--- config.mk ---
export PLATFORM = sky130hd
export DESIGN_NAME = moi_ctrl
export DESIGN_NICKNAME = d
export VERILOG_FILES = /design/src/rtl/moi_pkg.sv /design/src/rtl/moi_ctrl.sv
export SDC_FILE = /design/constraint.sdc
export NUM_CORES = 1
export LEC_CHECK = 0
export BUFFER_PORTS_ARGS = -buffer_cell sky130_fd_sc_hd__buf_4
export CORE_MARGIN = 2
export CORE_UTILIZATION = 35
export DETAILED_ROUTE_END_ITERATION = 10
export MAX_ROUTING_LAYER = met4
export PLACE_DENSITY = 0.66
export SLEW_MARGIN = 20
export SYNTH_ARGS = -nofsm -noshare
export SYNTH_HDL_FRONTEND = slang
export SYNTH_SLANG_ARGS = --single-unit
--- constraint.sdc ---
create_clock -name aclk -period 2 [get_ports aclk]
set_clock_uncertainty 0.2 [all_clocks]
set_input_delay 0.4 -clock aclk [delete_from_list [all_inputs] [get_ports aclk]]
set_output_delay 0.4 -clock aclk [all_outputs]
set_load 0.1 [all_outputs]
--- src/rtl/moi_pkg.sv ---
// Package with shared types, constants and tables for the mecanum odometry integrator.
`timescale 1ns / 1ps

package moi_pkg;

    // CORDIC iteration count and derived widths.
    localparam int CORDIC_STEPS = 24;
    localparam int CSTEP_W      = $clog2(CORDIC_STEPS);
    localparam int CORDIC_W     = 34;
    localparam int ATAN_IDX_W   = 5;
    localparam logic signed [CORDIC_W-1:0] CORDIC_GAIN = 34'sd652032874;

    // Register reset and fixed scale factors.
    localparam logic [23:0] SPEED_SCALE_RESET = 24'd450218;
    localparam logic [25:0] HEAD_K            = 26'd44798134;
    localparam int          US_PER_S          = 1000000;
    localparam int          US_HALF           = US_PER_S / 2;

    // Shared multiplier operand and product widths.
    localparam int MUL_A_W = 28;
    localparam int MUL_B_W = 35;
    localparam int PROD_W  = MUL_A_W + MUL_B_W;

    // Divider by one million. One million is 64 times 15625, so the biased magnitude
    // is shifted right by six and multiplied by the rounded-up reciprocal of 15625
    // in Q54, using four 21 by 21 bit partial products.
    localparam int DIV_IN_W   = 47;
    localparam int DIV_PRE_SH = 6;
    localparam int DIV_N_W    = DIV_IN_W - DIV_PRE_SH;
    localparam int DIV_LO_W   = 21;
    localparam int DIV_OP_W   = 21;
    localparam int RECIP_W    = 41;
    localparam logic [RECIP_W-1:0] RECIP_15625 = 41'd1152921504607;
    localparam int RECIP_SH   = 54;
    localparam int DIV_ACC_W  = DIV_N_W + RECIP_W;
    localparam int DIV_PASSES = 4;
    localparam int QUOT_W     = 29;

    // Input request payload.
    typedef struct packed {
        logic               action;
        logic signed [15:0] front_left_rpm;
        logic signed [15:0] front_right_rpm;
        logic signed [15:0] back_left_rpm;
        logic signed [15:0] back_right_rpm;
        logic signed [19:0] yaw_rate_in;
        logic        [19:0] elapsed_us;
    } in_item_t;

    // Result request payload.
    typedef struct packed {
        logic signed [31:0] pos_x;
        logic signed [31:0] pos_y;
        logic signed [31:0] heading;
        logic signed [31:0] vel_x;
        logic signed [31:0] vel_y;
        logic signed [19:0] yaw_rate_out;
    } out_item_t;

    // Action codes of an input request.
    localparam logic ACT_IMU     = 1'b0;
    localparam logic ACT_ENCODER = 1'b1;

    // Controller states.
    typedef enum logic [4:0] {
        ST_IDLE, ST_MVX, ST_MVY, ST_VY, ST_CORDIC, ST_FIX,
        ST_M1, ST_M2, ST_M3, ST_M4, ST_M5, ST_M6, ST_M7, ST_M8,
        ST_M9, ST_M10, ST_M11, ST_DONE
    } state_t;

    // Operand selection of the shared multiplier.
    typedef enum logic [3:0] {
        MUL_NONE, MUL_SX_SCALE, MUL_SY_SCALE, MUL_VX_C, MUL_VY_S, MUL_VX_S,
        MUL_VY_C, MUL_WX_DT, MUL_WY_DT, MUL_RATE_DT, MUL_HI_K, MUL_LO_K
    } mul_sel_t;

    // Commands from the controller to the datapath.
    typedef struct packed {
        logic               load;
        mul_sel_t           mul_sel;
        logic               vx_en;
        logic               vy_en;
        logic               cordic_step;
        logic [CSTEP_W-1:0] cordic_idx;
        logic               cs_en;
        logic               acc_en;
        logic               wx_en;
        logic               wy_en;
        logic               divx_start;
        logic               divy_start;
        logic               pmag_en;
        logic               hd_en;
        logic               commit;
    } dp_cmd_t;

    // Status from the datapath to the controller.
    typedef struct packed {
        logic div_done;
    } dp_sts_t;

    // Arctangent table, binary angle with 2^31 equal to pi.
    function automatic logic [31:0] cordic_atan(input logic [ATAN_IDX_W-1:0] idx);
        logic [31:0] r;
        unique case (idx)
            5'd0:  r = 32'h20000000;
            5'd1:  r = 32'h12E4051E;
            5'd2:  r = 32'h09FB385B;
            5'd3:  r = 32'h051111D4;
            5'd4:  r = 32'h028B0D43;
            5'd5:  r = 32'h0145D7E1;
            5'd6:  r = 32'h00A2F61E;
            5'd7:  r = 32'h00517C55;
            5'd8:  r = 32'h0028BE53;
            5'd9:  r = 32'h00145F2F;
            5'd10: r = 32'h000A2F98;
            5'd11: r = 32'h000517CC;
            5'd12: r = 32'h00028BE6;
            5'd13: r = 32'h000145F3;
            5'd14: r = 32'h0000A2FA;
            5'd15: r = 32'h0000517D;
            5'd16: r = 32'h000028BE;
            5'd17: r = 32'h0000145F;
            5'd18: r = 32'h00000A30;
            5'd19: r = 32'h00000518;
            5'd20: r = 32'h0000028C;
            5'd21: r = 32'h00000146;
            5'd22: r = 32'h000000A3;
            5'd23: r = 32'h00000051;
            5'd24: r = 32'h00000029;
            5'd25: r = 32'h00000014;
            5'd26: r = 32'h0000000A;
            5'd27: r = 32'h00000005;
            5'd28: r = 32'h00000003;
            5'd29: r = 32'h00000001;
            5'd30: r = 32'h00000001;
            default: r = 32'h00000000;
        endcase
        return r;
    endfunction

endpackage

--- src/rtl/moi_ctrl.sv ---
// Controller state machine that sequences the odometry datapath.
`timescale 1ns / 1ps

module moi_ctrl (
    input  logic             aclk,
    input  logic             aresetn,
    input  logic             s_valid,
    input  logic             in_action,
    output logic             s_ready,
    output logic             m_valid,
    input  logic             m_ready,
    input  moi_pkg::dp_sts_t sts,
    output moi_pkg::dp_cmd_t cmd
);

    moi_pkg::state_t                 state_reg, state_next;
    logic [moi_pkg::CSTEP_W-1:0]     cnt_reg, cnt_next;
    logic                            m_valid_reg, m_valid_next;

    // State, iteration counter and result valid registers.
    always_ff @(posedge aclk) begin
        if (!aresetn) begin
            state_reg   <= moi_pkg::ST_IDLE;
            cnt_reg     <= '0;
            m_valid_reg <= 1'b0;
        end else begin
            state_reg   <= state_next;
            cnt_reg     <= cnt_next;
            m_valid_reg <= m_valid_next;
        end
    end

    // Next state and commands.
    always_comb begin
        state_next     = state_reg;
        cnt_next       = cnt_reg;
        cmd            = '0;
        cmd.mul_sel    = moi_pkg::MUL_NONE;
        cmd.cordic_idx = cnt_reg;
        s_ready        = 1'b0;
        unique case (state_reg)
            moi_pkg::ST_IDLE: begin
                s_ready  = 1'b1;
                cmd.load = s_valid;
                if (s_valid && in_action == moi_pkg::ACT_ENCODER) begin
                    state_next = moi_pkg::ST_MVX;
                end
            end
            moi_pkg::ST_MVX: begin
                cmd.mul_sel = moi_pkg::MUL_SX_SCALE;
                state_next  = moi_pkg::ST_MVY;
            end
            moi_pkg::ST_MVY: begin
                cmd.vx_en   = 1'b1;
                cmd.mul_sel = moi_pkg::MUL_SY_SCALE;
                state_next  = moi_pkg::ST_VY;
            end
            moi_pkg::ST_VY: begin
                cmd.vy_en  = 1'b1;
                cnt_next   = '0;
                state_next = moi_pkg::ST_CORDIC;
            end
            moi_pkg::ST_CORDIC: begin
                cmd.cordic_step = 1'b1;
                if (cnt_reg == moi_pkg::CSTEP_W'(moi_pkg::CORDIC_STEPS - 1)) begin
                    state_next = moi_pkg::ST_FIX;
                end else begin
                    cnt_next = cnt_reg + 1'b1;
                end
            end
            moi_pkg::ST_FIX: begin
                cmd.cs_en  = 1'b1;
                state_next = moi_pkg::ST_M1;
            end
            moi_pkg::ST_M1: begin
                cmd.mul_sel = moi_pkg::MUL_VX_C;
                state_next  = moi_pkg::ST_M2;
            end
            moi_pkg::ST_M2: begin
                cmd.acc_en  = 1'b1;
                cmd.mul_sel = moi_pkg::MUL_VY_S;
                state_next  = moi_pkg::ST_M3;
            end
            moi_pkg::ST_M3: begin
                cmd.wx_en   = 1'b1;
                cmd.mul_sel = moi_pkg::MUL_VX_S;
                state_next  = moi_pkg::ST_M4;
            end
            moi_pkg::ST_M4: begin
                cmd.acc_en  = 1'b1;
                cmd.mul_sel = moi_pkg::MUL_VY_C;
                state_next  = moi_pkg::ST_M5;
            end
            moi_pkg::ST_M5: begin
                cmd.wy_en   = 1'b1;
                cmd.mul_sel = moi_pkg::MUL_WX_DT;
                state_next  = moi_pkg::ST_M6;
            end
            moi_pkg::ST_M6: begin
                cmd.divx_start = 1'b1;
                cmd.mul_sel    = moi_pkg::MUL_WY_DT;
                state_next     = moi_pkg::ST_M7;
            end
            moi_pkg::ST_M7: begin
                cmd.divy_start = 1'b1;
                cmd.mul_sel    = moi_pkg::MUL_RATE_DT;
                state_next     = moi_pkg::ST_M8;
            end
            moi_pkg::ST_M8: begin
                cmd.pmag_en = 1'b1;
                state_next  = moi_pkg::ST_M9;
            end
            moi_pkg::ST_M9: begin
                cmd.mul_sel = moi_pkg::MUL_HI_K;
                state_next  = moi_pkg::ST_M10;
            end
            moi_pkg::ST_M10: begin
                cmd.acc_en  = 1'b1;
                cmd.mul_sel = moi_pkg::MUL_LO_K;
                state_next  = moi_pkg::ST_M11;
            end
            moi_pkg::ST_M11: begin
                cmd.hd_en  = 1'b1;
                state_next = moi_pkg::ST_DONE;
            end
            moi_pkg::ST_DONE: begin
                if (sts.div_done && (!m_valid_reg || m_ready)) begin
                    cmd.commit = 1'b1;
                    state_next = moi_pkg::ST_IDLE;
                end
            end
            default: begin
                state_next = moi_pkg::ST_IDLE;
            end
        endcase
    end

    // Result valid: set on commit, cleared when the result is taken.
    always_comb begin
        m_valid_next = m_valid_reg;
        if (cmd.commit) begin
            m_valid_next = 1'b1;
        end else if (m_ready) begin
            m_valid_next = 1'b0;
        end
    end

    assign m_valid = m_valid_reg;

endmodule

# Word level (Yosys, flattened, before mapping)
# Index checks and enable logic that the tools add are counted.
[classes] add_sub_neg=1 n_eq_ne=22 muxes=24 n_reduce_logical=10
[op_table] operator="case mux 5 bit (18 select lines)" n=1
[op_table] operator="case mux 4 bit (11 select lines)" n=1
[op_table] operator="equality test 5 x 4 -> 1 bit, second input constant" n=8
[op_table] operator="equality test 5 x 3 -> 1 bit, second input constant" n=4
[op_table] operator="two-way mux 5 bit" n=4
[op_table] operator="two-way mux 1 bit" n=17
[op_table] operator="equality test 5 bit, second input constant" n=3
[op_table] operator="equality test 5 x 2 -> 1 bit, second input constant" n=2
[op_table] operator="case mux 5 bit (2 select lines)" n=1
[op_table] operator="!= test 2 bit, second input constant" n=4
[op_table] operator="adder 5 x 1 -> 5 bit, second input constant" n=1
[op_table] operator="equality test 5 x 1 -> 1 bit, second input constant" n=1
[op_table] operator="zero test 5 bit" n=1
[op_table] operator="nonzero test 2 bit" n=2
[op_table] operator="AND reduction 3 bit" n=1
[op_table] operator="OR reduction 3 bit" n=1
[op_table] operator="logical AND 1 bit" n=2
[op_table] operator="AND reduction 2 bit" n=1
[op_table] operator="zero test 1 bit" n=1
[op_table] operator="logical OR 1 bit" n=1
[totals] reg_bits=11 in_bits=6 out_inout_bits=24 word_cells=60

# Longest topological paths before layout
# Gate-level depths: netlist (run 1).
[depth] word_depth=6 ltp_mapped=5 mapped_depth_nobuf=4

# Least setup slack after synthesis (run 1)
# No wires, ideal clock.
[synth_path] kind="register to output" startpoint="register state_reg[4]" endpoint="output port cmd[21] (netlist bit)" arrival_ps=3864 t_required_ps=1400 path_slack_ps=-2464 stages_incl_launch_ff=5 path_buffers=1 path_cell_list="dfxtp_1 > or3_1 > buf_2 > nor3_1 > and2_1"
[synth_lines] element="from (decl)" line_no="moi_ctrl.sv:16" source="moi_pkg::state_t state_reg, state_next;"
[synth_lines] element="from (signal assigned)" line_no="moi_ctrl.sv:23" source="state_reg <= moi_pkg::ST_IDLE;"
[synth_lines] element="from (signal assigned)" line_no="moi_ctrl.sv:27" source="state_reg <= state_next;"
[synth_lines] element="to (decl)" line_no="moi_ctrl.sv:13" source="output moi_pkg::dp_cmd_t cmd"

==> results of run 1 <==
metal layers:
| metal | vias to the layer above | routed length (um) | GRT usage [%] | share of wire (%) |
|---|---|---|---|---|
| met5 | - | 0 | - | 0 |
| met4 | 0 | 69 | 9.83 | 1.9 |
| met3 | 8 | 195 | 7.18 | 5.2 |
| met2 | 42 | 2020 | 50.6 | 54 |
| met1 | 568 | 1440 | 31.5 | 39 |
| li1 | 520 | - | - | - |
area by class of cell:
cell class	count	area (um2)
tap	28	35.0
timing repair buffer	65	771
inverter	2	8.76
sequential	11	244
multi-input combinational	83	790
clock buffer	4	26.3
fill	117	338
worst min-delay path: stages:
cell and delay, ns:
buf_4 0.12, nand3_1 0.07, a21boi_0 0.07
cells by family after synthesis:
| kind of cell | share of synthesized area [%] |
|---|---|
| AO/OA/AOI/OAI | 23.0 |
| XOR/XNOR | 2.16 |
| adder cells (fa/ha/maj) | 1.54 |
| buffers and inverters | 6.78 |
| flip-flops | 27.1 |
| multiplexers | 3.70 |
| AND/OR/NAND/NOR | 35.7 |
where the power goes:
| group | total [mW] | switching [mW] | internal, mW |
|---|---|---|---|
| logic | 0.450 | 0.261 | 0.189 |
| registers | 0.238 | 0.0151 | 0.223 |
| clock network | 0.170 | 0.0920 | 0.0779 |
| total | 0.858 | 0.368 | 0.490 |
per-stage QoR:
step	TNS, ns	utilization, %
after global routing	-3.73	84.7
after floorplan	-4.70	-
after CTS	-2.03	79.9
final	-2.93	84.7
after detailed placement	-0.400	63.6
after global placement	-0.171	63.6
final timing paths:
| path | startpoint | to | slack [ns] | cells past startpoint |
|---|---|---|---|---|
| max | state_reg[3] | cmd[17] | -0.25 | 4 |
| max reg2reg | state_reg[4] | cnt_reg[2] | 0.05 | 7 |
| min | sts | m_valid | 0.20 | 3 |
| min reg2reg | cnt_reg[0] | cnt_reg[0] | 0.31 | 2 |
layout by cell type (no fill, tap or decap), drive strengths merged, types with 4 or more instances in the layout:
cell	n
a21oi	7
clkbuf	4
nand3	5
nand2b	5
buf	65
a21boi	4
nor2	11
nor3	7
dfxtp	11
nand2	5
or3	4
what timing repair did:
item                                    CTS  global route
setup buffers                             3             6
resized for setup                        79            15
endpoints found under the hold margin     0             0
endpoints found under the setup margin   18            18
pin swaps                                 7             4
==> impl_metrics.csv, run 1 <==
group,metric,value,unit
critical_path,startpoint_type,"register",
clocking,htreeDepth,1,
synth,synth_top_area_share,27.1,%
place,io_buffers,29,
critical_path,worst-setup-path-type,"reg2out",
power_and_ir_drop,p_leak,0.701,nW
floorplanning,die_h,52.2,um
sta,finalCritPeriodShare,113,%
power_and_ir_drop,powerDensity,458,mW/mm2
critical_path,cp_num_buf_inv,1,
detailed_routing,drt_iter0_drc,18,
detailed_routing,ant_nets,0,
synth,synth_area_leader_cell,"dfxtp_1",
critical_path,worst_path_max_delay_cell,"dfxtp_4",
place,dpl-instance-area,0.00141,mm2
synth,ys_seq_area_share,27.1,%
sta,fin_hold_ws,0.201,ns
synth,avgSynthCellArea,7.59,um2
critical_path,end_kind,"output pin",
global_route,antenna_found_initial,0,
finish,drive_gt1_share,66.7,%
sta,finalHoldViolations,0,
synth,syn_area,812,um2
detailed_routing,routed_wirelength,3720,um
critical_path,critPathTopFamily,"compound AO/OA/AOI/OAI gates",
sta,timing.final.ws_setup,-0.251,ns
clocking,clkSinkCount,11,
finish,diodes,0,
floorplanning,die_x,52.2,um
critical_path,path_max_fanout,10,
synth,yosysWarnings,0,
synth,synth_flop_cell,"dfxtp_1",
detailed_routing,wl_per_cell,19.3,um
sta,setup_viol,18,
clocking,hold_buffers,0,
sta,tightest_slew,0.406,ns
sta,grt_setup_unrepaired,"yes",
synth,synth_area_leaders,"dfxtp_1, nor2_1, a21oi_1, nor3_1, nand2b_1",
synth,async_flop_share,0,%
global_route,track_usage,28.8,%
floorplanning,ios,30,
floorplanning,coreArea,0.00221,mm2
sta,max-slew-margin-rel,72.8,%
floorplanning,rows,17,
run,maxCapViolations,0,
sta,clock.fmax,444,MHz
global_route,first_global_vias,1107,
synth,ys_types,40,
synth,syn_nets,114,
clocking,cts_tree,"yes",
clocking,cts_made_buffers,3,
clocking,clk_latency,0.29,ns
worst_hold_path,min_path_type,"in2reg",
clocking,clkTransAtPathRegs,0.08,ns
place,dpl_worst_slack,-0.0820,ns
floorplanning,die_area,0.00272,mm2
synth,synth-edff-count,0,
finish,syn2layout_area_growth,131,%
global_route,grt_max_degree,11,
synth,synth_cells,107,
global_route,grt_pass1_wl,5490,um
place,place_hpwl,2040,um
clocking,ctsLongestPathBuffers,2,
detailed_routing,via_per_inst,5.90,
detailed_routing,post-route-drc-count,0,
sta,fin_crit,2.25,ns
global_route,gr-total-overflow,0,
critical_path,path_cells,"a21boi_1 -> a211oi_1 -> a311oi_4 -> buf_12",
detailed_routing,route.vias.total,1138,
critical_path,crit_required,1.40,ns
clocking,clock-root-buffer,"clkbuf_4",
synth,synthTopCellsByCount,"dfxtp_1, nor2_1, a21oi_1, clkbuf_1, nor3_1",
power_and_ir_drop,peakVddDrop,0.427,mV
status,violations,"setup timing",
power_and_ir_drop,power,858,uW
sta,slew_viol_final,0,
synth,ys_ff_latch,11,
place,place_congestion,0.837,
finish,design_area,0.00187,mm2
place,dpl.cell_count,180,
floorplanning,initial_core_util,36.7,%
critical_path,crit_arrival,1.65,ns
critical_path,critical_path.max_stage_delay,0.42,ns
detailed_routing,dr.pass1.iters,4,
status,status,"finished, violations left",
finish,nets,173,
finish,final_cells,193,
No activity file was read; power rests on OpenSTA's default activity.
==> run 2, diff against run 1 <==
--- a/config.mk
+++ b/config.mk
@@ -5,12 +5,13 @@
 export SDC_FILE = /design/constraint.sdc
 export NUM_CORES = 1
 export LEC_CHECK = 0
+export ABC_AREA = 1
 export BUFFER_PORTS_ARGS = -buffer_cell sky130_fd_sc_hd__buf_4
 export CORE_MARGIN = 2
 export CORE_UTILIZATION = 35
 export DETAILED_ROUTE_END_ITERATION = 10
 export MAX_ROUTING_LAYER = met4
-export PLACE_DENSITY = 0.66
+export PLACE_DENSITY = 0.65
 export SLEW_MARGIN = 20
 export SYNTH_ARGS = -nofsm -noshare
 export SYNTH_HDL_FRONTEND = slang
==> constraint.sdc (replaced) <==
create_clock -name aclk -period 2 [get_ports aclk]
set_clock_uncertainty 0.2 [all_clocks]
set_input_delay 0.2 -clock aclk [delete_from_list [all_inputs] [get_ports aclk]]
set_output_delay 0.2 -clock aclk [all_outputs]
set_load 0.1 [all_outputs]
==> run 2 against run 1 <==
Effect of this change: the run now ends clean; sequential power grew 29%; power grew 78%; via count shrank 15%; utilization shrank 31 points; highest routed layer unchanged; global-route usage shrank 11 points; setup slack gained 0.31 ns; critical path type unchanged; maximum frequency grew 16%.
==> impl_metrics.csv, run 2 <==
group,metric,value,unit
status,status,"finished, final reports clean",
synth,yosysMostFrequentCell,"nand2_1",
power_and_ir_drop,p_int,628,uW
critical_path,worst-setup-path-type,"reg2out",
sta,timing.final.ws_setup,0.0599,ns
critical_path,path_max_fanout,10,
floorplanning,die_x,53.9,um
clocking,clk_latency,0.26,ns
sta,slew_viol_final,0,
finish,diodes,0,
critical_path,path_cells,"inv_6 -> nand2_2 -> nor2_4 -> inv_2 -> nor2_2 -> nor2_1 -> nand4_1 -> buf_8",
floorplanning,rows,18,
synth,ys_types,23,
synth,ys_ff_latch,11,
synth,synth_area_leaders,"dfxtp_1, nand2_1, nor2_1, inv_1, nand3_1",
finish,nets,186,
clocking,clock-root-buffer,"clkbuf_4",
sta,clock.fmax,515,MHz
detailed_routing,post-route-drc-count,0,
synth,synthTopCellsByCount,"nand2_1, nor2_1, inv_1",
detailed_routing,drt_iter0_drc,18,
global_route,antenna_found_initial,0,
detailed_routing,wl_per_cell,11.5,um
finish,final_cells,208,
critical_path,crit_required,1.60,ns
clocking,cts_made_buffers,3,
sta,grt_setup_unrepaired,"yes",
place,place_congestion,0.850,
synth,syn_area,871,um2
place,dpl.cell_count,200,
detailed_routing,via_per_inst,4.64,
finish,final_cell_mix,"buf_4, nand2_1, inv_1",
critical_path,cp_num_buf_inv,3,
detailed_routing,dr.pass1.iters,4,
sta,fin_hold_ws,0.0349,ns
power_and_ir_drop,pwr-share-comb,70.2,%
sta,fin_crit,1.94,ns
critical_path,crit_arrival,1.54,ns
sta,finalCritPeriodShare,97.0,%
critical_path,startpoint_type,"register",
floorplanning,die_h,53.9,um
synth,avgSynthCellArea,6.13,um2
detailed_routing,ant_nets,0,
global_route,gr-total-overflow,0,
global_route,first_global_vias,835,
place,dpl_worst_slack,0.142,ns
power_and_ir_drop,p_sw,899,uW
power_and_ir_drop,peakVddDrop,0.959,mV
global_route,grt_pass1_wl,3750,um
finish,fin_util,54.0,%
global_route,grt_max_degree,11,
sta,setup_viol,0,
global_route,track_usage,18.0,%
synth,async_flop_share,0,%
clocking,clkTransAtPathRegs,0.07,ns
clocking,cts_tree,"yes",
synth,yosysWarnings,0,
finish,drive_gt1_share,42.1,%
sta,tightest_slew,0.272,ns
critical_path,worst_path_max_delay_cell,"dfxtp_4",
critical_path,critical_path.max_stage_delay,0.39,ns
worst_hold_path,min_path_type,"in2reg",
critical_path,critPathTopFamily,"simple AND/OR/NAND/NOR gates",
sta,finalHoldViolations,0,
clocking,clkSinkCount,11,
synth,ys_seq_area_share,25.3,%
clocking,htreeDepth,1,
power_and_ir_drop,p_leak,0.642,nW
synth,synth_top_area_share,25.3,%
finish,syn2layout_area_growth,49.6,%
synth,syn_nets,149,
detailed_routing,routed_wirelength,2380,um
finish,final_common_cell,"buf_4",
place,io_buffers,29,
sta,setup-tns-final,0,ns
place,place_hpwl,1930,um
critical_path,end_kind,"output pin",
synth,synth_area_leader_cell,"dfxtp_1",
detailed_routing,route.vias.total,965,
synth,synth-edff-count,0,
power_and_ir_drop,powerDensity,1170,mW/mm2
floorplanning,die_area,0.00290,mm2
power_and_ir_drop,p_seq_share,20.0,%
synth,synth_flop_cell,"dfxtp_1",
power_and_ir_drop,power_frac_clock,9.8,%
power_and_ir_drop,switching_share,58.9,%
sta,max-slew-margin-rel,81.8,%
clocking,ctsLongestPathBuffers,2,
synth,synth_cells,142,
floorplanning,coreArea,0.00241,mm2
floorplanning,initial_core_util,36.1,%
floorplanning,ios,30,
run,maxCapViolations,0,
-- run 2: cell families (layout without fill, tap and decap cells) --
kind of cell / count (synthesis) / count (layout) / share of synthesized area [%]
buffers and inverters: 31 / 67 / 13.9
AND/OR/NAND/NOR: 81 / 81 / 48.7
flip-flops: 11 / 11 / 25.3
adder cells (fa/ha/maj): 1 / 1 / 1.44
AO/OA/AOI/OAI: 18 / 18 / 10.6
-- run 2: worst register-to-register path, stage by stage, from the launching register on --
cell and delay, ns:
dfxtp_2 0.38, inv_2 0.13, nand2_2 0.12, nor2_4 0.18
nand2_4 0.10, nand2_1 0.10, inv_2 0.05, o21ai_1 0.07
nor2_1 0.06
-- run 2: final cells by class --
class	instances	area [um2]
timing repair buffer	34	300
inverter	29	118
sequential	11	240
fill	239	1110
multi-input combinational	100	581
tap	30	37.5
clock buffer	4	26.3
-- run 2: power groups by stage --
stage	combinational (mW)	sequential, mW	clock (mW)
CTS	0.998	0.304	0.158
finish	1.07	0.306	0.150
floorplan	0.768	0.319	0
global placement	0.976	0.307	0
global route	1.12	0.311	0.171
detailed placement	0.975	0.310	0
-- run 2: path summary, 6_finish.rpt --
path / from / to / slack, ns / cells past startpoint
worst max-delay path: state_reg[4] / cmd[17] / 0.06 / 8
worst min register to register: cnt_reg[0] / cnt_reg[0] / 0.29 / 2
worst min-delay path: m_ready / m_valid / 0.03 / 4
worst max register to register: state_reg[3] / cnt_reg[2] / 0.49 / 8
-- run 2: routing by layer --
metal  up-vias  wire, um  global-route usage (%)
li1        521         -                       -
met4         0        12                    5.13
met5         -         0                       -
met3         2        94                    2.50
met2        20      1070                    25.8
met1       422      1200                    26.1
-- run 2: per-stage QoR --
step                instance area (um2)  power [mW]
floorplan                           936        1.09
global placement                   1180        1.28
detailed placement                 1180        1.28
CTS                                1250        1.46
global route                       1300        1.61
finish                             1300        1.53
-- run 2: what timing repair did --
item / CTS / global route
resized for setup: 9 / 10
hold endpoints to repair: 1 / 0
cloned: 0 / 0
buffers inserted: 1 / 2
hold buffers: 1 / 0
setup endpoints to repair: 3 / 6
pin swaps: 2 / 1
